### config.mk
export PLATFORM = sky130hd
export DESIGN_NAME = polyline_linear_densifier_top
export DESIGN_NICKNAME = d
export VERILOG_FILES = /design/src/rtl/pld_pkg.sv /design/src/rtl/pld_cfg.sv /design/src/rtl/pld_div.sv /design/src/rtl/pld_lane.sv /design/src/rtl/polyline_linear_densifier_top.sv
export SDC_FILE = /design/constraint.sdc
export NUM_CORES = 1
export LEC_CHECK = 0
export BUFFER_PORTS_ARGS = -buffer_cell sky130_fd_sc_hd__buf_2
export CELL_PAD_IN_SITES_DETAIL_PLACEMENT = 1
export CELL_PAD_IN_SITES_GLOBAL_PLACEMENT = 1
export CORE_UTILIZATION = 50
export CTS_BUF_LIST = sky130_fd_sc_hd__clkbuf_4
export DETAILED_ROUTE_END_ITERATION = 8
export PLACE_DENSITY_LB_ADDON = 0.1
export SYNTH_ARGS = -nofsm -noshare
export SYNTH_HDL_FRONTEND = slang
export SYNTH_SLANG_ARGS = --single-unit
### constraint.sdc
create_clock -name clk -period 14.5 [get_ports clk]
set_input_delay 2.9 -clock clk [delete_from_list [all_inputs] [get_ports clk]]
set_output_delay 2.9 -clock clk [all_outputs]
set_load 0.05 [all_outputs]
### src/rtl/pld_pkg.sv
`default_nettype none
// ----------------------------------------------------------------------------
// pld_pkg
// Shared types and constants of the polyline densifier.
// ----------------------------------------------------------------------------
package pld_pkg;

    localparam int COORD_BITS_DEF  = 16;
    localparam int MAX_INSERTS_DEF = 31;

    // inserts_per_segment register width
    localparam int INS_BITS = 5;

    localparam int APB_ADDR_BITS = 3;
    localparam int APB_DATA_BITS = 32;

    localparam logic             CLOSED_RESET  = 1'b1;
    localparam logic [INS_BITS-1:0] INSERTS_RESET = 5'd2;

    // register index, taken from paddr[2]
    typedef enum logic {
        REG_CLOSED  = 1'b0,
        REG_INSERTS = 1'b1
    } pld_reg_t;

    typedef struct packed {
        logic                closed;
        logic [INS_BITS-1:0] inserts;
    } pld_cfg_t;

    typedef struct packed {
        logic load;   // take quotient and remainder of the step
        logic init;   // start the segment at its first vertex
        logic step;   // advance to the next point
    } pld_lane_ctl_t;

    typedef enum logic [2:0] {
        ST_IDLE,
        ST_ROW_GO,
        ST_ROW_WAIT,
        ST_COL_GO,
        ST_COL_WAIT,
        ST_EMIT,
        ST_SINGLE
    } pld_state_t;

endpackage
`default_nettype wire

### src/rtl/pld_cfg.sv
`default_nettype none
// ----------------------------------------------------------------------------
// pld_cfg
// APB register file: closed_curve and inserts_per_segment.
// ----------------------------------------------------------------------------
module pld_cfg
(
    input  wire logic                               clk,
    input  wire logic                               rst_n,
    input  wire logic                               psel,
    input  wire logic                               penable,
    input  wire logic                               pwrite,
    input  wire logic [pld_pkg::APB_ADDR_BITS-1:0]  paddr,
    input  wire logic [pld_pkg::APB_DATA_BITS-1:0]  pwdata,
    output logic      [pld_pkg::APB_DATA_BITS-1:0]  prdata,
    output logic                                    pready,
    output pld_pkg::pld_cfg_t                       cfg
);

    logic                          closed_reg;
    logic [pld_pkg::INS_BITS-1:0]  inserts_reg;
    logic                          wr_en;

    assign pready = 1'b1;
    assign wr_en  = psel && penable && pwrite;

    always_ff @(posedge clk or negedge rst_n)
    begin
        if (!rst_n)
        begin
            closed_reg  <= pld_pkg::CLOSED_RESET;
            inserts_reg <= pld_pkg::INSERTS_RESET;
        end
        else if (wr_en)
        begin
            unique case (pld_pkg::pld_reg_t'(paddr[2]))
                pld_pkg::REG_CLOSED:  closed_reg  <= pwdata[0];
                pld_pkg::REG_INSERTS: inserts_reg <= pwdata[pld_pkg::INS_BITS-1:0];
                default:              closed_reg  <= closed_reg;
            endcase
        end
    end

    always_comb
    begin
        unique case (pld_pkg::pld_reg_t'(paddr[2]))
            pld_pkg::REG_CLOSED:
                prdata = {{(pld_pkg::APB_DATA_BITS-1){1'b0}}, closed_reg};
            pld_pkg::REG_INSERTS:
                prdata = {{(pld_pkg::APB_DATA_BITS-pld_pkg::INS_BITS){1'b0}}, inserts_reg};
            default:
                prdata = '0;
        endcase
    end

    assign cfg.closed  = closed_reg;
    assign cfg.inserts = inserts_reg;

endmodule
`default_nettype wire

### src/rtl/pld_div.sv
`default_nettype none
// ----------------------------------------------------------------------------
// pld_div
// Shared restoring divider: signed dividend by small unsigned divisor,
// one quotient bit per cycle, floor quotient with remainder in [0, divisor).
// ----------------------------------------------------------------------------
module pld_div #(
    parameter int DW = 17,
    parameter int SW = 6
)
(
    input  wire logic          clk,
    input  wire logic          rst_n,
    input  wire logic          start,
    input  wire logic [DW-1:0] dividend,
    input  wire logic [SW-1:0] divisor,
    output logic               busy,
    output logic               done,
    output logic [DW-1:0]      quot,
    output logic [SW-1:0]      rmd
);

    localparam int CNT_BITS = $clog2(DW + 1);

    logic                busy_reg;
    logic                done_reg;
    logic [CNT_BITS-1:0] cnt_reg;
    logic [DW-1:0]       work_reg;
    logic [SW-1:0]       rem_reg;
    logic [SW-1:0]       div_reg;
    logic                neg_reg;

    logic [SW:0]         trial;
    logic                ge;
    logic [SW:0]         diff;

    assign trial = {rem_reg, work_reg[DW-1]};
    assign ge    = trial >= {1'b0, div_reg};
    assign diff  = trial - {1'b0, div_reg};

    always_ff @(posedge clk or negedge rst_n)
    begin
        if (!rst_n)
        begin
            busy_reg <= 1'b0;
            done_reg <= 1'b0;
            cnt_reg  <= '0;
        end
        else
        begin
            done_reg <= 1'b0;
            if (start)
            begin
                busy_reg <= 1'b1;
                cnt_reg  <= CNT_BITS'(DW);
            end
            else if (busy_reg)
            begin
                cnt_reg <= cnt_reg - 1'b1;
                if (cnt_reg == CNT_BITS'(1))
                begin
                    busy_reg <= 1'b0;
                    done_reg <= 1'b1;
                end
            end
        end
    end

    always_ff @(posedge clk)
    begin
        if (start)
        begin
            // divide the magnitude, fix the sign at the end
            work_reg <= dividend[DW-1] ? (~dividend + 1'b1) : dividend;
            neg_reg  <= dividend[DW-1];
            rem_reg  <= '0;
            div_reg  <= divisor;
        end
        else if (busy_reg)
        begin
            rem_reg  <= ge ? diff[SW-1:0] : trial[SW-1:0];
            work_reg <= {work_reg[DW-2:0], ge};
        end
    end

    // floor correction for a negative dividend: -(m+1) is ~m
    assign quot = (neg_reg && rem_reg != '0) ? ~work_reg :
                  (neg_reg ? (~work_reg + 1'b1) : work_reg);
    assign rmd  = (neg_reg && rem_reg != '0) ? (div_reg - rem_reg) : rem_reg;
    assign busy = busy_reg;
    assign done = done_reg;

endmodule
`default_nettype wire

### src/rtl/pld_lane.sv
`default_nettype none
// ----------------------------------------------------------------------------
// pld_lane
// Point stepper for one coordinate: keeps the floor quotient and remainder
// of the running numerator and adds the per-point step each advance.
// ----------------------------------------------------------------------------
module pld_lane #(
    parameter int CW = 16,
    parameter int SW = 6
)
(
    input  wire logic                   clk,
    input  wire pld_pkg::pld_lane_ctl_t ctl,
    input  wire logic [CW-1:0]          start_val,
    input  wire logic [CW:0]            div_quot,
    input  wire logic [SW-1:0]          div_rmd,
    input  wire logic [SW-1:0]          steps,
    output logic      [CW-1:0]          point
);

    logic [CW:0]   q_reg;
    logic [SW-1:0] r_reg;
    logic [CW:0]   dq_reg;
    logic [SW-1:0] dr_reg;

    logic [SW:0]   sum;
    logic          wrap;
    logic [SW:0]   sum_wrapped;
    logic [CW:0]   trunc;

    assign sum         = {1'b0, r_reg} + {1'b0, dr_reg};
    assign wrap        = sum >= {1'b0, steps};
    assign sum_wrapped = sum - {1'b0, steps};

    always_ff @(posedge clk)
    begin
        if (ctl.load)
        begin
            dq_reg <= div_quot;
            dr_reg <= div_rmd;
        end
        if (ctl.init)
        begin
            q_reg <= {start_val[CW-1], start_val};
            r_reg <= '0;
        end
        else if (ctl.step)
        begin
            q_reg <= q_reg + dq_reg + {{CW{1'b0}}, wrap};
            r_reg <= wrap ? sum_wrapped[SW-1:0] : sum[SW-1:0];
        end
    end

    // floor to truncation: round a negative inexact quotient up
    assign trunc = q_reg + {{CW{1'b0}}, (q_reg[CW] && r_reg != '0)};
    assign point = trunc[CW-1:0];

endmodule
`default_nettype wire

### src/rtl/polyline_linear_densifier_top.sv
`default_nettype none
// ----------------------------------------------------------------------------
// polyline_linear_densifier_top
// Resamples a polyline: emits each segment's start vertex and evenly spaced
// inserted points, closing the curve back to the first vertex when enabled.
// ----------------------------------------------------------------------------
//  channel   dir   handshake          payload
//  s_*       in    tvalid/tready      tdata {col,row}, tlast final_vertex
//  m_*       out   tvalid/tready      tdata {col,row}, tlast run_end,
//                                     tuser curve_end
//  apb       in    psel/penable       closed_curve @0, inserts_per_segment @4
//
//  Each segment takes two passes through the shared divider (row and column
//  step) and then emits one point per cycle while m_tready does not stall.
//  s_tready is high only while the sequencer is idle; a stalled m_tready
//  holds the output register and the sequencer. Reset is asynchronous,
//  active low, and clears the sequencer, the held-vertex flag and the output
//  valid flag.
// ----------------------------------------------------------------------------
module polyline_linear_densifier_top #(
    parameter int COORD_BITS  = pld_pkg::COORD_BITS_DEF,
    parameter int MAX_INSERTS = pld_pkg::MAX_INSERTS_DEF
)
(
    input  wire logic                               clk,
    input  wire logic                               rst_n,
    // vertex_row, vertex_col, zero pad
    input  wire logic [((2*COORD_BITS+7)/8)*8-1:0]  s_tdata,
    input  wire logic                               s_tvalid,
    input  wire logic                               s_tlast,
    output logic                                    s_tready,
    // point_row, point_col, zero pad
    output logic      [((2*COORD_BITS+7)/8)*8-1:0]  m_tdata,
    output logic                                    m_tvalid,
    output logic                                    m_tlast,
    // curve_end
    output logic      [0:0]                         m_tuser,
    input  wire logic                               m_tready,
    input  wire logic                               psel,
    input  wire logic                               penable,
    input  wire logic                               pwrite,
    input  wire logic [pld_pkg::APB_ADDR_BITS-1:0]  paddr,
    input  wire logic [pld_pkg::APB_DATA_BITS-1:0]  pwdata,
    output logic      [pld_pkg::APB_DATA_BITS-1:0]  prdata,
    output logic                                    pready
);

    localparam int CW  = COORD_BITS;
    localparam int DW  = CW + 1;
    localparam int SW  = $clog2(MAX_INSERTS + 2);
    localparam int TDW = ((2*CW+7)/8)*8;
    localparam int IB  = pld_pkg::INS_BITS;

    pld_pkg::pld_cfg_t      cfg;
    pld_pkg::pld_state_t    state_reg, state_next;
    pld_pkg::pld_lane_ctl_t row_ctl, col_ctl;

    logic          have_reg, have_next;
    logic          out_valid_reg, out_valid_next;
    logic [CW-1:0] out_row_reg, out_row_next;
    logic [CW-1:0] out_col_reg, out_col_next;
    logic          out_run_reg, out_run_next;
    logic          out_curve_reg, out_curve_next;

    logic [CW-1:0] first_row_reg, first_row_next;
    logic [CW-1:0] first_col_reg, first_col_next;
    logic [CW-1:0] prev_row_reg, prev_row_next;
    logic [CW-1:0] prev_col_reg, prev_col_next;
    logic [CW-1:0] cur_row_reg, cur_row_next;
    logic [CW-1:0] cur_col_reg, cur_col_next;
    logic          fin_reg, fin_next;
    logic [CW-1:0] a_row_reg, a_row_next;
    logic [CW-1:0] a_col_reg, a_col_next;
    logic [CW-1:0] b_row_reg, b_row_next;
    logic [CW-1:0] b_col_reg, b_col_next;
    logic          closing_reg, closing_next;
    logic [IB-1:0] k_reg, k_next;

    logic [CW-1:0] in_row, in_col;
    logic [IB-1:0] max_ins, n_sat;
    logic [SW-1:0] steps;
    logic          out_free;
    logic          last_pt;
    logic          run_end;

    logic          div_start, div_busy, div_done;
    logic [DW-1:0] div_dividend, div_quot;
    logic [SW-1:0] div_rmd;
    logic [CW-1:0] row_point, col_point;

    assign in_row  = s_tdata[CW-1:0];
    assign in_col  = s_tdata[2*CW-1:CW];
    assign max_ins = IB'(MAX_INSERTS);
    assign n_sat   = (cfg.inserts > max_ins) ? max_ins : cfg.inserts;
    assign steps   = SW'(n_sat) + SW'(1);
    assign out_free = !out_valid_reg || m_tready;
    assign last_pt  = (k_reg == n_sat);
    assign run_end  = last_pt && (closing_reg || !fin_reg);

    assign div_start    = (state_reg == pld_pkg::ST_ROW_GO) ||
                          (state_reg == pld_pkg::ST_COL_GO);
    assign div_dividend = (state_reg == pld_pkg::ST_ROW_GO) ?
                          ({b_row_reg[CW-1], b_row_reg} - {a_row_reg[CW-1], a_row_reg}) :
                          ({b_col_reg[CW-1], b_col_reg} - {a_col_reg[CW-1], a_col_reg});

    pld_cfg u_cfg
    (
        .clk     (clk),
        .rst_n   (rst_n),
        .psel    (psel),
        .penable (penable),
        .pwrite  (pwrite),
        .paddr   (paddr),
        .pwdata  (pwdata),
        .prdata  (prdata),
        .pready  (pready),
        .cfg     (cfg)
    );

    pld_div #(.DW(DW), .SW(SW)) u_div
    (
        .clk      (clk),
        .rst_n    (rst_n),
        .start    (div_start),
        .dividend (div_dividend),
        .divisor  (steps),
        .busy     (div_busy),
        .done     (div_done),
        .quot     (div_quot),
        .rmd      (div_rmd)
    );

    pld_lane #(.CW(CW), .SW(SW)) u_lane_row
    (
        .clk       (clk),
        .ctl       (row_ctl),
        .start_val (a_row_reg),
        .div_quot  (div_quot),
        .div_rmd   (div_rmd),
        .steps     (steps),
        .point     (row_point)
    );

    pld_lane #(.CW(CW), .SW(SW)) u_lane_col
    (
        .clk       (clk),
        .ctl       (col_ctl),
        .start_val (a_col_reg),
        .div_quot  (div_quot),
        .div_rmd   (div_rmd),
        .steps     (steps),
        .point     (col_point)
    );

    always_ff @(posedge clk or negedge rst_n)
    begin
        if (!rst_n)
        begin
            state_reg     <= pld_pkg::ST_IDLE;
            have_reg      <= 1'b0;
            out_valid_reg <= 1'b0;
        end
        else
        begin
            state_reg     <= state_next;
            have_reg      <= have_next;
            out_valid_reg <= out_valid_next;
        end
    end

    always_ff @(posedge clk)
    begin
        out_row_reg   <= out_row_next;
        out_col_reg   <= out_col_next;
        out_run_reg   <= out_run_next;
        out_curve_reg <= out_curve_next;
        first_row_reg <= first_row_next;
        first_col_reg <= first_col_next;
        prev_row_reg  <= prev_row_next;
        prev_col_reg  <= prev_col_next;
        cur_row_reg   <= cur_row_next;
        cur_col_reg   <= cur_col_next;
        fin_reg       <= fin_next;
        a_row_reg     <= a_row_next;
        a_col_reg     <= a_col_next;
        b_row_reg     <= b_row_next;
        b_col_reg     <= b_col_next;
        closing_reg   <= closing_next;
        k_reg         <= k_next;
    end

    always_comb
    begin
        state_next     = state_reg;
        have_next      = have_reg;
        out_valid_next = out_valid_reg && !m_tready;
        out_row_next   = out_row_reg;
        out_col_next   = out_col_reg;
        out_run_next   = out_run_reg;
        out_curve_next = out_curve_reg;
        first_row_next = first_row_reg;
        first_col_next = first_col_reg;
        prev_row_next  = prev_row_reg;
        prev_col_next  = prev_col_reg;
        cur_row_next   = cur_row_reg;
        cur_col_next   = cur_col_reg;
        fin_next       = fin_reg;
        a_row_next     = a_row_reg;
        a_col_next     = a_col_reg;
        b_row_next     = b_row_reg;
        b_col_next     = b_col_reg;
        closing_next   = closing_reg;
        k_next         = k_reg;
        s_tready       = 1'b0;
        row_ctl        = '0;
        col_ctl        = '0;

        unique case (state_reg)
            pld_pkg::ST_IDLE:
            begin
                s_tready = 1'b1;
                if (s_tvalid)
                begin
                    cur_row_next  = in_row;
                    cur_col_next  = in_col;
                    fin_next      = s_tlast;
                    prev_row_next = in_row;
                    prev_col_next = in_col;
                    have_next     = !s_tlast;
                    if (have_reg)
                    begin
                        a_row_next   = prev_row_reg;
                        a_col_next   = prev_col_reg;
                        b_row_next   = in_row;
                        b_col_next   = in_col;
                        closing_next = 1'b0;
                        state_next   = pld_pkg::ST_ROW_GO;
                    end
                    else
                    begin
                        first_row_next = in_row;
                        first_col_next = in_col;
                        if (s_tlast && cfg.closed)
                        begin
                            // single vertex, closed: segment onto itself
                            a_row_next   = in_row;
                            a_col_next   = in_col;
                            b_row_next   = in_row;
                            b_col_next   = in_col;
                            closing_next = 1'b1;
                            state_next   = pld_pkg::ST_ROW_GO;
                        end
                        else if (s_tlast)
                        begin
                            state_next = pld_pkg::ST_SINGLE;
                        end
                    end
                end
            end

            pld_pkg::ST_ROW_GO:
                state_next = pld_pkg::ST_ROW_WAIT;

            pld_pkg::ST_ROW_WAIT:
            begin
                if (div_done)
                begin
                    row_ctl.load = 1'b1;
                    state_next   = pld_pkg::ST_COL_GO;
                end
            end

            pld_pkg::ST_COL_GO:
                state_next = pld_pkg::ST_COL_WAIT;

            pld_pkg::ST_COL_WAIT:
            begin
                if (div_done)
                begin
                    col_ctl.load = 1'b1;
                    row_ctl.init = 1'b1;
                    col_ctl.init = 1'b1;
                    k_next       = '0;
                    state_next   = pld_pkg::ST_EMIT;
                end
            end

            pld_pkg::ST_EMIT:
            begin
                if (out_free)
                begin
                    out_valid_next = 1'b1;
                    out_row_next   = row_point;
                    out_col_next   = col_point;
                    out_run_next   = run_end;
                    out_curve_next = run_end && fin_reg;
                    row_ctl.step   = 1'b1;
                    col_ctl.step   = 1'b1;
                    k_next         = k_reg + 1'b1;
                    if (last_pt)
                    begin
                        if (run_end)
                        begin
                            state_next = pld_pkg::ST_IDLE;
                        end
                        else if (cfg.closed)
                        begin
                            // close back to the first vertex
                            a_row_next   = cur_row_reg;
                            a_col_next   = cur_col_reg;
                            b_row_next   = first_row_reg;
                            b_col_next   = first_col_reg;
                            closing_next = 1'b1;
                            state_next   = pld_pkg::ST_ROW_GO;
                        end
                        else
                        begin
                            state_next = pld_pkg::ST_SINGLE;
                        end
                    end
                end
            end

            pld_pkg::ST_SINGLE:
            begin
                if (out_free)
                begin
                    out_valid_next = 1'b1;
                    out_row_next   = cur_row_reg;
                    out_col_next   = cur_col_reg;
                    out_run_next   = 1'b1;
                    out_curve_next = 1'b1;
                    state_next     = pld_pkg::ST_IDLE;
                end
            end

            default:
                state_next = pld_pkg::ST_IDLE;
        endcase
    end

    assign m_tvalid = out_valid_reg;
    assign m_tdata  = TDW'({out_col_reg, out_row_reg});
    assign m_tlast  = out_run_reg;
    assign m_tuser  = out_curve_reg;

    a_curve_end_ends_run: assert property (@(posedge clk) disable iff (!rst_n)
        m_tvalid && m_tuser[0] |-> m_tlast)
        else $error("curve_end without run_end");

    a_div_start_idle: assert property (@(posedge clk) disable iff (!rst_n)
        div_start |-> !div_busy)
        else $error("divider started while busy");

    a_done_in_wait: assert property (@(posedge clk) disable iff (!rst_n)
        div_done |-> (state_reg == pld_pkg::ST_ROW_WAIT || state_reg == pld_pkg::ST_COL_WAIT))
        else $error("divider result outside a wait state");

    a_held_vertex_segment: assert property (@(posedge clk) disable iff (!rst_n)
        s_tvalid && s_tready && have_reg |=> state_reg == pld_pkg::ST_ROW_GO)
        else $error("vertex after a held vertex did not start a segment");

    a_final_clears_have: assert property (@(posedge clk) disable iff (!rst_n)
        s_tvalid && s_tready && s_tlast |=> !have_reg)
        else $error("final vertex left a vertex held");

endmodule
`default_nettype wire

* After elaboration in Yosys (flattened, before gate mapping)
Cells that the tools add are included.
Operators by class: bitwise gates (word level) 4, $add $sub $neg 19, multiplexer cells 98, magnitude comparators 4, eq/ne operators 18, reduce and logical (&&, ||, !) cells 35
Operator list (number):
- two-way mux 16 bit | 30
- one-hot mux 16 bit (2 select lines) | 6
- two-way mux 17 bit | 10
- one-hot mux 32 bit (2 select lines) | 1
- adder 17 x 1 -> 17 bit | 2
- adder 17 x 1 -> 17 bit (second input constant) | 2
- adder 17 bit | 2
- NOT 17 bit | 2
- subtractor 16 x 16 -> 17 bit | 2
- two-way mux 3 bit | 11
- adder 16 x 1 -> 16 bit | 2
- two-way mux 5 bit | 5
- two-way mux 1 bit | 24
- two-way mux 6 bit | 4
- subtractor 6 bit | 4
- greater-or-equal comparator 7 x 6 -> 1 bit | 3
- one-hot mux 3 bit (7 select lines) | 1
- nonzero test 6 bit | 3
- adder 6 x 6 -> 7 bit | 2
- AND reduction 7 bit | 2
- nonzero test 2 bit | 6
- inequality test 2 bit (second input constant) | 5
- one-hot mux 5 bit (2 select lines) | 1
- == test 3 bit (second input constant) | 3
- 21 further kinds | 45
Storage, ports and cells: output and inout bits 69, flip-flop bits (word level) 309, logic and storage cells 213, bits of input ports 75

* Logic depth before layout (Yosys ltp)
Gate-level depths: netlist of run 1.
word-level depth 8, depth in mapped cells 23, depth with buffers taken out 22

* By module
From an unflattened synthesis of run 1, not the netlist that was laid out.
Second synthesis, totals: cell total of the unflattened synthesis 1655, area total of the unflattened synthesis 18311.3 um2
Modules (own cells, without submodules):
- polyline_linear_densifier_top | sequential area each 5200.0 um2, cells each 700, area each 8690.8 um2, times used 1
- pld_lane | sequential area each 1321.3 um2, cells each 300, area each 3135.5 um2, times used 2
- pld_div | sequential area each 1016.0 um2, cells each 305, area each 2846.5 um2, times used 1
- pld_cfg | sequential area each 152.6 um2, cells each 50, area each 503.0 um2, times used 1

* Least setup slack after synthesis of run 1
No wires, ideal clock.
path type input to register, start point input port m_tready, end point register a_col_reg[0] (enable), setup slack 6357 ps, stages 3, path buffers 0, arrival 7575 ps, cells stage by stage nand2b_1 > a21oi_1 > nor3_1
On the way: word-level cells in the longest chain between the ends 3
Ends and longest elaborated chain:
- start, declared | line polyline_linear_densifier_top.sv:38 | input wire logic m_tready,
- logical OR 1 bit | line polyline_linear_densifier_top.sv:96 | assign out_free = !out_valid_reg || m_tready;
- inequality test 2 bit (no line)
- AND reduction 7 bit (no line)
- end signal, assigned | line polyline_linear_densifier_top.sv:185 | a_col_reg <= a_col_next;
- end, declared | line polyline_linear_densifier_top.sv:73 | logic [CW-1:0] a_col_reg, a_col_next;
No other way between the ends. A chain may end at the register's enable or synchronous reset.

* Worst setup path after layout of run 1
start point register u_lane_row.dr_reg[0], end point register u_lane_row.q_reg[16], data pin
On the way: word-level cells in the longest chain between the ends 5
Ends and longest elaborated chain:
- start, declared | line pld_lane.sv:24 | logic [SW-1:0] dr_reg;
- start signal, assigned | line pld_lane.sv:40 | dr_reg <= div_rmd;
- adder 6 x 6 -> 7 bit | line pld_lane.sv:31 | assign sum = {1'b0, r_reg} + {1'b0, dr_reg};
- greater-or-equal comparator 7 x 6 -> 1 bit | line pld_lane.sv:32 | assign wrap = sum >= {1'b0, steps};
- adder 17 x 1 -> 17 bit | line pld_lane.sv:49 | q_reg <= q_reg + dq_reg + {{CW{1'b0}}, wrap};
- two-way mux 17 bit | line pld_lane.sv:47 | else if (ctl.step)
- two-way mux 17 bit | line pld_lane.sv:42 | if (ctl.init)
- end signal, assigned | line pld_lane.sv:44 | q_reg <= {start_val[CW-1], start_val};
- end signal, assigned | line pld_lane.sv:49
- end, declared | line pld_lane.sv:21 | logic [CW:0] q_reg;
No other way between the ends. The select of a mux whose other input is x is not followed.

==> results of run 1 <==
==> cells in the final DEF (no fill, tap or decap), drive strengths merged, types with 8 or more instances in the layout <==
cell type,n
a211oi,25
a21o,22
a21oi,105
a31oi,10
and2,11
and3,20
buf,100
clkbuf,129
clkinv,17
conb,28
dfrtp,16
dfxtp,18
edfxtp,273
fa,12
ha,107
inv,99
mux2,46
mux2i,23
nand2,209
nand2b,8
nand3,60
nand4,15
nor2,141
nor2b,15
nor3,31
nor3b,11
o211ai,10
o21a,9
o21ai,79
o21bai,9
o31ai,10
or2,8
or3,20
xnor2,71
xor2,55
==> worst max-delay path by stage <==
| stage | from | end | slack, ns | cells past startpoint |
|---|---|---|---|---|
| floorplan | m_tready | a_col_reg[0] | 6.36 | 3 |
| CTS | paddr[2] | prdata[0] | 8.00 | 3 |
| finish | u_lane_row.dr_reg[0] | u_lane_row.q_reg[16] | 7.97 | 22 |
| global route | u_lane_row.dr_reg[0] | u_lane_row.q_reg[16] | 7.39 | 22 |
| global placement | paddr[2] | prdata[0] | 8.02 | 3 |
| detailed placement | paddr[2] | prdata[0] | 8.00 | 3 |
==> power by group through the flow <==
stage                     sequential, mW  combinational (mW)  clock, mW
after detailed placement            1.45                1.84          0
after floorplan                     1.46                1.32          0
after global placement              1.44                1.77          0
after CTS                           1.44                1.86      0.825
after global routing                1.46                2.06      0.858
final                               1.44                1.85      0.805
==> kinds of logic (layout without fill, tap and decap cells) <==
logic type / after synthesis / in the layout
fa+ha+maj: 119 / 119
compound gates: 337 / 337
other cells: 2 / 32
xor+xnor: 126 / 126
simple gates: 576 / 576
mux: 69 / 69
buf+inv: 180 / 347
flops: 309 / 309
==> metrics by stage <==
| step | hold slack [ns] | utilization | cell area [µm²] | worst slack [ns] |
|---|---|---|---|---|
| 2_1_floorplan | 0.461 | - | 18200 | 6.36 |
| 3_3_place_gp | 0.481 | 0.531 | 18900 | 8.02 |
| 3_5_place_dp | 0.500 | 0.531 | 18900 | 8.00 |
| 4_1_cts | 0.499 | 0.562 | 20000 | 8.00 |
| 5_1_grt | 0.527 | 0.562 | 20000 | 7.39 |
| 6_report | 0.494 | 0.562 | 20000 | 7.97 |
==> final cells by class <==
cell class / instances / area share
inverter: 96 / 0.0180
timing repair buffer: 100 / 0.0267
multi-input combinational: 1255 / 0.422
tap: 461 / 0.0288
clock inverter: 22 / 0.00612
clock buffer: 129 / 0.0483
sequential: 309 / 0.450
antenna: 4 / 0.000499
==> tightest hold or removal path: stages, from the launching register on <==
cell	delay [ns]
edfxtp_1	0.32
nand2_1	0.04
nand2_1	0.05
==> per-layer routing <==
metal	vias to the layer above	global-route usage	share of wire
met4	0	0.0978	0.028
met3	98	0.0456	0.054
li1	6486	-	-
met1	6794	0.392	0.45
met2	354	0.455	0.47
met5	-	0	0
==> metrics.txt, run 1 <==
status=finished, violations left; violated checks=design-rule violations; top cells by area, synth=edfxtp_1 (45%), ha_1 (7.4%), nand2_1 (4.3%), xnor2_1 (3.4%), nor2_1 (2.9%); Leakage=8.16 nW; Worst Hold Launch=first_col_reg[8]; worst-path fanout max=7; Setup Viol. Count Final=0; power per cell area=205 mW/mm²; Multi-input gate area=0.00846 mm²; Synth Warn #=0; Vias/cell=5.78; Register-to-Register Path Depth=22; drt drc=10; Sequential Power Share=0.351; Worst-Skew Late Latency=0.82 ns; peak supply drop=0.000130 V; CTS Hold Buffers Added=0; clock share of power=0.196; Final period util=0.450; gr usage total=0.285; Cell Area, Synth=0.0181 mm²; total global routing overflow=0; Rel. slew slack=0.239; CP Cell Sequence=ha_1 > fa_1 > ha_1 > nor2b_1 > o21ai_0 > a21boi_0 > o21ai_0 > nand2b_1 > a31o_2 > a21oi_1 > inv_1 > fa_1 > fa_1 > a21o_1 > a21oi_1 > o21ai_0 > nand4_1 > nand3_1 > and3_1 > a2111oi_0 > nand4_1 > o211a_1; Layout Nets=2040; min-delay worst type=flip-flop to flip-flop; GPL Wtd Cong=0.856; post_cts resized=0; CTS tree=done; Mean Syn Cell Area=10.5 µm²; DP HPWL=37900 µm; synthesis-to-layout area growth=10.6%; Yosys top cell area share=0.452; layout cells sized above 1=0.167; achievable frequency=0.153 GHz; Antenna Violating Nets Remaining=0; Setup Skew=0.0688 ns; Rows=69; PortBufs=86; Worst Hold End=b_col_reg[8]; Sw Ratio=0.422; Pre-antenna DRT Iters=7; hold path depth=2; post-synthesis mux area share=0.0420; Compound-Gate Fraction of Synth Area=0.119; CTS Buffer Depth=3; Die Span X=192 µm; vias in the first global route=14000; switching pwr=1.73 mW; final hold viol count=0; placed cell count=2221; Crit. End Element=flip-flop; CTS Buf Count=84; Fill cells=3990; simple-gate share of the synthesized area=0.149; worst slew pin tran=1.14 ns; Worst Path Arrival=7.08 ns; EDFF count, synth=273; number of synthesized register bits=309; Yosys cell types=85; Die H=192 µm; Initial Utilization=0.508; asr flop ratio synth=0.0583; Setup CP Type=flip-flop to flip-flop; Setup Buffers After CTS=0; Post-Synthesis Cells=1718; WP buf/inv=1; sequential fraction of the synthesis area=0.497; number of top-level pins=144; worst r2r src=u_lane_row.dr_reg[0]; detailed-route via count=13700; adder-cell share of the synthesized area=0.0871; Worst Path Required=15.05 ns; Die ar.=0.0370 mm²; clk slew on worst S/H paths=0.08 ns; most common library cells after synthesis=edfxtp_1 (273), nand2_1 (209), nor2_1 (141); Sink Count=309; Internal=2.37 mW; WL final=51700 µm; first-pass GRT wire length=78800 µm; main flop type after synthesis=edfxtp_1; most frequent cell after synthesis=edfxtp_1; fin. max-slew vios=0; slowest CP cell=a21oi_1; Pwr Total=4.10 mW; largest family of logic cells by synthesized area=simple AND/OR/NAND/NOR gates; Synth Area in XOR/XNOR=0.0609; post-synth top area cell=edfxtp_1; Iteration-0 DRC Markers=928; worst r2r dst=u_lane_row.q_reg[16]; post-route setup TNS=0 ns; max cap viols=0; CP max stage delay=0.74 ns; H-tree depth reported by CTS=3; post-DR wirelength/cell=21.7 µm; Final Non-Filler Cells=2376; initial antenna violation count=2; minimum clock period=6.53 ns; RSZ-0062 raised after global routing=false; combinational share of power=0.452; R2R Setup Slk=7.97 ns; Register Area=0.00901 mm²; core area=0.0357 mm²; Root Driver=clkbuf_4; crit start category=flip-flop; crit-path leading delay family=compound AO/OA/AOI/OAI gates; largest net degree at the start of global routing=66
Power figures use the tool's default switching activity.
==> run 2, diff against run 1 <==
--- a/config.mk
+++ b/config.mk
@@ -5,10 +5,11 @@
 export SDC_FILE = /design/constraint.sdc
 export NUM_CORES = 1
 export LEC_CHECK = 0
+export ABC_AREA = 1
 export BUFFER_PORTS_ARGS = -buffer_cell sky130_fd_sc_hd__buf_2
 export CELL_PAD_IN_SITES_DETAIL_PLACEMENT = 1
 export CELL_PAD_IN_SITES_GLOBAL_PLACEMENT = 1
-export CORE_UTILIZATION = 50
+export CORE_UTILIZATION = 43
 export CTS_BUF_LIST = sky130_fd_sc_hd__clkbuf_4
 export DETAILED_ROUTE_END_ITERATION = 8
 export PLACE_DENSITY_LB_ADDON = 0.1
==> constraint.sdc (replaced) <==
create_clock -name clk -period 5.3 [get_ports clk]
set_input_delay 1.06 -clock clk [delete_from_list [all_inputs] [get_ports clk]]
set_output_delay 1.06 -clock clk [all_outputs]
set_load 0.05 [all_outputs]
==> run 2 against run 1 <==
Net effect:
- the run now ends clean
- combinational power rose to 3.8 times the previous value
- hold slack worse by 0.31 ns
- critical path depth unchanged
- count of clock-buffer cells in the layout is 10 higher
- die area grew 17%
- non-clock buffer count up 4
- fmax is 30% higher
- cell count grew 20%
- register-to-register slack got worse by 7.7 ns
- clock skew down 0.0039 ns
==> metrics.txt, run 2 <==
Worst Path Arrival=5.56 ns (-1.52 ns); Rel. slew slack=0.259 (+0.0197); WL final=56200 µm (+8.8%); drt drc=0 (-10); Iteration-0 DRC Markers=1068 (+15%); Crit. End Element=flip-flop; number of top-level pins=144 (unchanged); vias in the first global route=15500 (+10%); RSZ-0062 raised after global routing=false; CTS tree=done; top cells by area, synth=edfxtp_1 (45%), nand2_1 (11%), ha_1 (7.3%), inv_1 (5.9%), nand3_1 (4.0%); gr usage total=0.265 (-0.0199); clock share of power=0.179 (-0.017); most frequent cells in the layout=nand2_1 (518), inv_1 (287), edfxtp_1 (273), nand3_1 (145), clkbuf_4 (139); Rows=75 (+8.7%); asr flop ratio synth=0.0583 (unchanged); min-delay worst type=primary input to asynchronous set/reset pin; Setup Viol. Count Final=0 (unchanged); max cap viols=0 (unchanged); R2R Setup Slk=0.29 ns (-7.68 ns); H-tree depth reported by CTS=3 (unchanged); Pwr Total=13.7 mW (+230%); detailed-route via count=15000 (+9.6%); post-DR wirelength/cell=19.7 µm (-9.2%); Root Driver=clkbuf_4; worst setup margin=0.294 ns (-7.68 ns); Yosys top cell area share=0.447 (-0.00503); synthesis-to-layout area growth=12.2%; Yosys cell types=50 (-41%); Post-Synthesis Cells=2081 (+21%); worst slew pin tran=1.11 ns (-0.0296 ns); Pre-antenna DRT Iters=5 (-2); Internal=7.23 mW (+210%); Setup Buffers After CTS=0 (unchanged); combinational share of power=0.514 (+0.062); CP max stage delay=0.45 ns (-0.29 ns); Register-to-Register Path Depth=22 (unchanged); Setup CP Type=flip-flop to flip-flop; DP HPWL=42300 µm (+12%); Leakage=9.39 nW (+15%); core area=0.0420 mm² (+18%); peak supply drop=0.000281 V (+120%); Vias/cell=5.28 (-8.6%); GPL Wtd Cong=0.869 (+1.5%); Layout Nets=2422 (+19%); achievable frequency=0.200 GHz (+30%); Sink Count=309 (unchanged); Synth Warn #=0 (unchanged); switching pwr=6.46 mW (+270%); slowest CP cell=fa_1; worst-path fanout max=5 (-2); CTS Buffer Depth=3 (unchanged); most common cell after layout, fill and taps aside=nand2_1; CP Cell Sequence=ha_1 > fa_1 > xor2_1 > ha_1 > a21oi_1 > nand2_1 > nand2_1 > nand2_1 > a21oi_1 > o21ai_0 > nand2_1 > nand2_1 > fa_1 > fa_1 > a31oi_1 > inv_1 > nand3_1 > nand3_1 > a31o_2 > or2_2 > nand3_1 > o21ai_0; total global routing overflow=0 (unchanged); worst r2r src=u_lane_col.dr_reg[0]; fin. max-slew vios=0 (unchanged); post-synth top area cell=edfxtp_1; Sw Ratio=0.472 (+0.0501); final hold viol count=0 (unchanged); Setup WS pre-CTS=0.301 ns (-7.69 ns); number of synthesized register bits=309 (unchanged); CP startpoint=u_lane_col.dr_reg[0]; Die H=208 µm (+8.4%); Mean Syn Cell Area=8.81 µm² (-17%); clk slew on worst S/H paths=0.07 ns (about the same); most frequent cell after synthesis=nand2_1; status=finished, final reports clean; sequential fraction of the synthesis area=0.492 (-0.00553); Sequential Power Share=0.308 (-0.043); Final period util=0.945 (+0.494); main flop type after synthesis=edfxtp_1; CTS Buf Count=91 (+8.3%); Worst-Skew Late Latency=0.83 ns (about the same); Setup Skew=0.0649 ns (-0.00387 ns); Die Span X=208 µm (+8.4%); initial antenna violation count=4 (+2); post_cts resized=0 (unchanged); first-pass GRT wire length=87400 µm (+11%); post-route setup TNS=0 ns (unchanged); crit start category=flip-flop; Die ar.=0.0435 mm² (+17%); EDFF count, synth=273 (unchanged); layout cells sized above 1=0.134 (-0.0337); CTS Hold Buffers Added=0 (unchanged); largest net degree at the start of global routing=66 (unchanged); Cell Area, Synth=0.0183 mm² (+1.1%); Worst Path Required=5.85 ns (-9.20 ns); minimum clock period=5.01 ns (-1.52 ns); worst r2r dst=u_lane_col.q_reg[14]; most frequent CP cell=nand2_1; power per cell area=666 mW/mm² (+230%); PortBufs=86 (unchanged); most common library cells after synthesis=nand2_1 (520), inv_1 (287), edfxtp_1 (273); Initial Utilization=0.436 (-0.0724); Antenna Violating Nets Remaining=0 (unchanged)
-- run 2: final cells by class --
| class | instances | area [µm²] |
|---|---|---|
| fillers | 5082 | 21500 |
| flip-flops and latches | 309 | 9010 |
| multi-input cells | 1431 | 7970 |
| inverters | 291 | 1090 |
| clock buffers | 139 | 1040 |
| well taps | 539 | 674 |
| repair buffers | 104 | 566 |
| clock inverters | 29 | 190 |
| diodes | 6 | 15.0 |
-- run 2: how the worst max path moves through the flow --
| stage | endpoint | slack [ns] | cells after the start |
|---|---|---|---|
| 4_1_cts | u_lane_col.q_reg[14] | 0.32 | 22 |
| 3_5_place_dp | u_lane_col.q_reg[14] | 0.30 | 22 |
| 2_1_floorplan | a_col_reg[0] | 0.67 | 4 |
| 6_report | u_lane_col.q_reg[14] | 0.29 | 22 |
| 3_3_place_gp | u_lane_col.q_reg[14] | 0.44 | 22 |
| 5_1_grt | u_lane_col.q_reg[14] | 0.02 | 21 |
-- run 2: power groups by stage --
| stage | Combinational (mW) | Sequential [mW] | Clock, mW |
|---|---|---|---|
| final | 7.04 | 4.21 | 2.44 |
| after global routing | 7.89 | 4.28 | 2.62 |
| after CTS | 7.05 | 4.21 | 2.52 |
| after detailed placement | 7.00 | 4.25 | 0 |
| after global placement | 6.75 | 4.23 | 0 |
| after floorplan | 4.75 | 4.32 | 0 |
-- run 2: kinds of logic (layout without fill, tap and decap cells) --
family                   Yosys count  after routing  share of synthesized area
multiplexers                      13             13                    0.00799
other                              2             34                   0.000410
adder cells (fa/ha/maj)          119            119                     0.0861
AO/OA/AOI/OAI                    321            321                     0.0944
XOR/XNOR                          79             79                     0.0377
flip-flops                       309            309                      0.492
AND/OR/NAND/NOR                  871            871                      0.200
buffers and inverters            367            563                     0.0818
-- run 2: through the flow --
stage | hold WS [ns] | cells | instance area [µm²] | utilization
global placement | 0.481 | 2674 | 19300 | 0.459
detailed placement | 0.491 | 2674 | 19300 | 0.459
floorplan | 0.448 | 2107 | 18400 | -
finish | 0.179 | 2848 | 20600 | 0.489
global route | 0.140 | 2846 | 20600 | 0.489
CTS | 0.129 | 2842 | 20500 | 0.489
-- run 2: critical path: cells and delay by family (launching register included) --
family                   cells  cell delay [ns]
AO/OA/AOI/OAI                6             1.13
XOR/XNOR                     1             0.18
adder cells (fa/ha/maj)      5             1.90
buffers and inverters        1             0.11
flip-flops                   1             0.37
AND/OR/NAND/NOR              9             1.06
-- run 2: routing by layer --
layer,wire [µm],global-route usage,up-vias
met5,0,0,-
met4,1230,0.0789,0
met3,2850,0.0402,85
met2,24700,0.405,375
met1,27400,0.386,7322
li1,-,-,7267
==> run 3, diff against run 2 <==
--- a/config.mk
+++ b/config.mk
@@ -6,12 +6,13 @@
 export NUM_CORES = 1
 export LEC_CHECK = 0
 export ABC_AREA = 1
-export BUFFER_PORTS_ARGS = -buffer_cell sky130_fd_sc_hd__buf_2
 export CELL_PAD_IN_SITES_DETAIL_PLACEMENT = 1
 export CELL_PAD_IN_SITES_GLOBAL_PLACEMENT = 1
-export CORE_UTILIZATION = 43
+export CORE_UTILIZATION = 46
 export CTS_BUF_LIST = sky130_fd_sc_hd__clkbuf_4
 export DETAILED_ROUTE_END_ITERATION = 8
+export DONT_BUFFER_PORTS = 1
+export MAX_ROUTING_LAYER = met4
 export PLACE_DENSITY_LB_ADDON = 0.1
 export SYNTH_ARGS = -nofsm -noshare
 export SYNTH_HDL_FRONTEND = slang
==> run 3 against run 2 <==
Net effect:
- total power decreased by 1.7%
- combinational power decreased by 4.4%
- utilization increased by 2.4 points
- routed wire length increased by 0.17%
- clock skew decreased by 0.0036 ns
- critical path type unchanged
- largest cell class unchanged
==> metrics.txt, run 3 (synthesized netlist as in run 2, its figures left out) <==
initial antenna violation count=7 (+3); most frequent cells in the layout=nand2_1 (519), inv_1 (287), edfxtp_1 (273), nand3_1 (145), o21ai_0 (136); CTS tree=done; achievable frequency=0.201 GHz (+0.72%); Die H=202 µm (-3.3%); Layout Nets=2336 (-3.6%); vias in the first global route=15200 (-1.5%); Antenna Violating Nets Remaining=0 (unchanged); DP HPWL=42900 µm (+1.4%); status=finished, final reports clean; Root Driver=clkbuf_4; worst setup margin=0.330 ns (+0.0355 ns); Iteration-0 DRC Markers=1059 (-0.84%); number of top-level pins=144 (unchanged); Pre-antenna DRT Iters=5 (unchanged); clk slew on worst S/H paths=0.07 ns (about the same); Rows=72 (-4.0%); gr usage total=0.292 (+0.0275); Final Non-Filler Cells=2732 (-4.1%); placed cell count=2568 (-4.0%); GPL Wtd Cong=0.909 (+4.6%); synthesis-to-layout area growth=9.30%; Rel. slew slack=0.228 (-0.0308); final hold viol count=0 (unchanged); layout cells sized above 1=0.0991 (-0.0347); Setup WS pre-CTS=0.243 ns (-0.0576 ns); PortBufs=0 (-100%); Setup Skew=0.0613 ns (-0.00365 ns); Setup CP Type=flip-flop to flip-flop; Worst Path Required=5.79 ns (-0.06 ns); worst-path fanout max=5 (unchanged); Initial Utilization=0.470 (+0.0339); Setup Buffers After CTS=0 (unchanged); Die ar.=0.0406 mm² (-6.5%); detailed-route via count=14800 (-1.9%); total global routing overflow=0 (unchanged); CTS Buffer Depth=3 (unchanged); WL final=56300 µm (+0.17%); H-tree depth reported by CTS=3 (unchanged); Setup Viol. Count Final=0 (unchanged); RSZ-0062 raised after global routing=false; Final Instance Area=0.0200 mm² (-2.6%); Multi-input gate area=0.00801 mm² (+0.46%); Sink Count=309 (unchanged); post-route setup TNS=0 ns (unchanged); Vias/cell=5.41 (+2.3%); drt drc=0 (unchanged); largest net degree at the start of global routing=66 (unchanged); DP Area=0.0189 mm² (-2.3%); Register Area=0.00901 mm² (unchanged); Fill cells=4662 (-8.3%); minimum clock period=4.97 ns (-0.0355 ns); fin. max-slew vios=0 (unchanged); crit start category=flip-flop; peak supply drop=0.000300 V (+6.6%); min-delay worst type=primary input to asynchronous set/reset pin; first-pass GRT wire length=87300 µm (-0.14%); worst slew pin tran=1.16 ns (+0.0461 ns); post-DR wirelength/cell=20.6 µm (+4.4%); core area=0.0390 mm² (-7.2%); most common cell after layout, fill and taps aside=nand2_1; Final period util=0.938 (-0.00671); Die Span X=202 µm (-3.3%); power per cell area=672 mW/mm² (+0.84%); CTS Buf Count=89 (-2.2%); Crit. End Element=flip-flop; max cap viols=0 (unchanged); Worst Path Arrival=5.46 ns (-0.10 ns); Leakage=8.99 nW (-4.3%); Worst-Skew Late Latency=0.81 ns (-0.02 ns)
## run 3: changes by cell type in the layout (fill, tap and decap cells not counted), sizes merged
cell	previous run	this run
inv	293	292
diode	6	3
dlygate4sd3	0	1
clkbuf	139	123
clkinvlp	0	2
buf	104	19
clkinv	24	33
bufinv	3	1
## run 3: repair_timing
action                                 CTS  global route
gates resized for setup                  0             8
setup endpoints to repair                0             4
hold buffers                             1             0
endpoints found under the hold margin   16             0
## run 3: worst max-delay path: stages (launching register included)
cell and delay, ns:
edfxtp_1 0.37, ha_1 0.24, fa_1 0.43, xor2_2 0.18, ha_1 0.37, a21oi_2 0.19, nand2_1 0.07, nand2_1 0.08
nand2_1 0.07, a21oi_2 0.16, o21ai_0 0.11, nand2_1 0.07, nand2_1 0.15, fa_1 0.46, fa_1 0.44, a31oi_2 0.22
inv_1 0.12, nand3_1 0.08, nand3_1 0.15, a31o_2 0.26, or2_2 0.28, nand3_1 0.07, o21ai_0 0.09
## run 3: area by class of cell
class                   instances  share of cell area
well taps                     518              0.0324
clock inverters                37             0.00962
flip-flops and latches        309               0.450
inverters                     291              0.0545
repair buffers                 20             0.00762
diodes                          3            0.000375
clock buffers                 123              0.0461
multi-input cells            1431               0.400
## run 3: worst paths after layout
| check | end | slack, ns | depth (start not counted) | start |
|---|---|---|---|---|
| setup / recovery | u_lane_col.q_reg[14] | 0.33 | 22 | u_lane_col.dr_reg[0] |
| hold / removal | u_cfg.inserts_reg[1] | 0.09 | 0 | rst_n |
| setup reg to reg | u_lane_col.q_reg[14] | 0.33 | 22 | u_lane_col.dr_reg[0] |
| hold reg to reg | u_lane_col.r_reg[2] | 0.50 | 2 | u_lane_col.r_reg[2] |
| max in group asynchronous | m_tvalid | 3.92 | 1 | rst_n |
| min in group clk | first_row_reg[1] | 0.34 | 0 | s_tdata[1] |
## run 3: power breakdown
group          leakage, nW  internal, mW  switching (mW)
clock                0.658          1.13            1.11
sequential            2.89          3.75           0.735
combinational         5.44          2.10            4.63
## run 3: routing by layer
metal  track usage  wire length [µm]  up-vias
met5             -                 0        -
met4        0.0820              1220        0
met3        0.0450              3120       84
met2         0.441             25200      399
met1         0.408             26800     7210
li1              -                 -     7076
## run 3: stage by stage
stage,util,total power [mW],hold WS (ns)
finish,0.514,13.5,0.0852
global route,0.514,14.5,0.0138
CTS,0.512,13.5,0.00842
detailed placement,0.484,11.2,0.490
global placement,0.484,10.9,0.481
floorplan,-,9.07,0.448
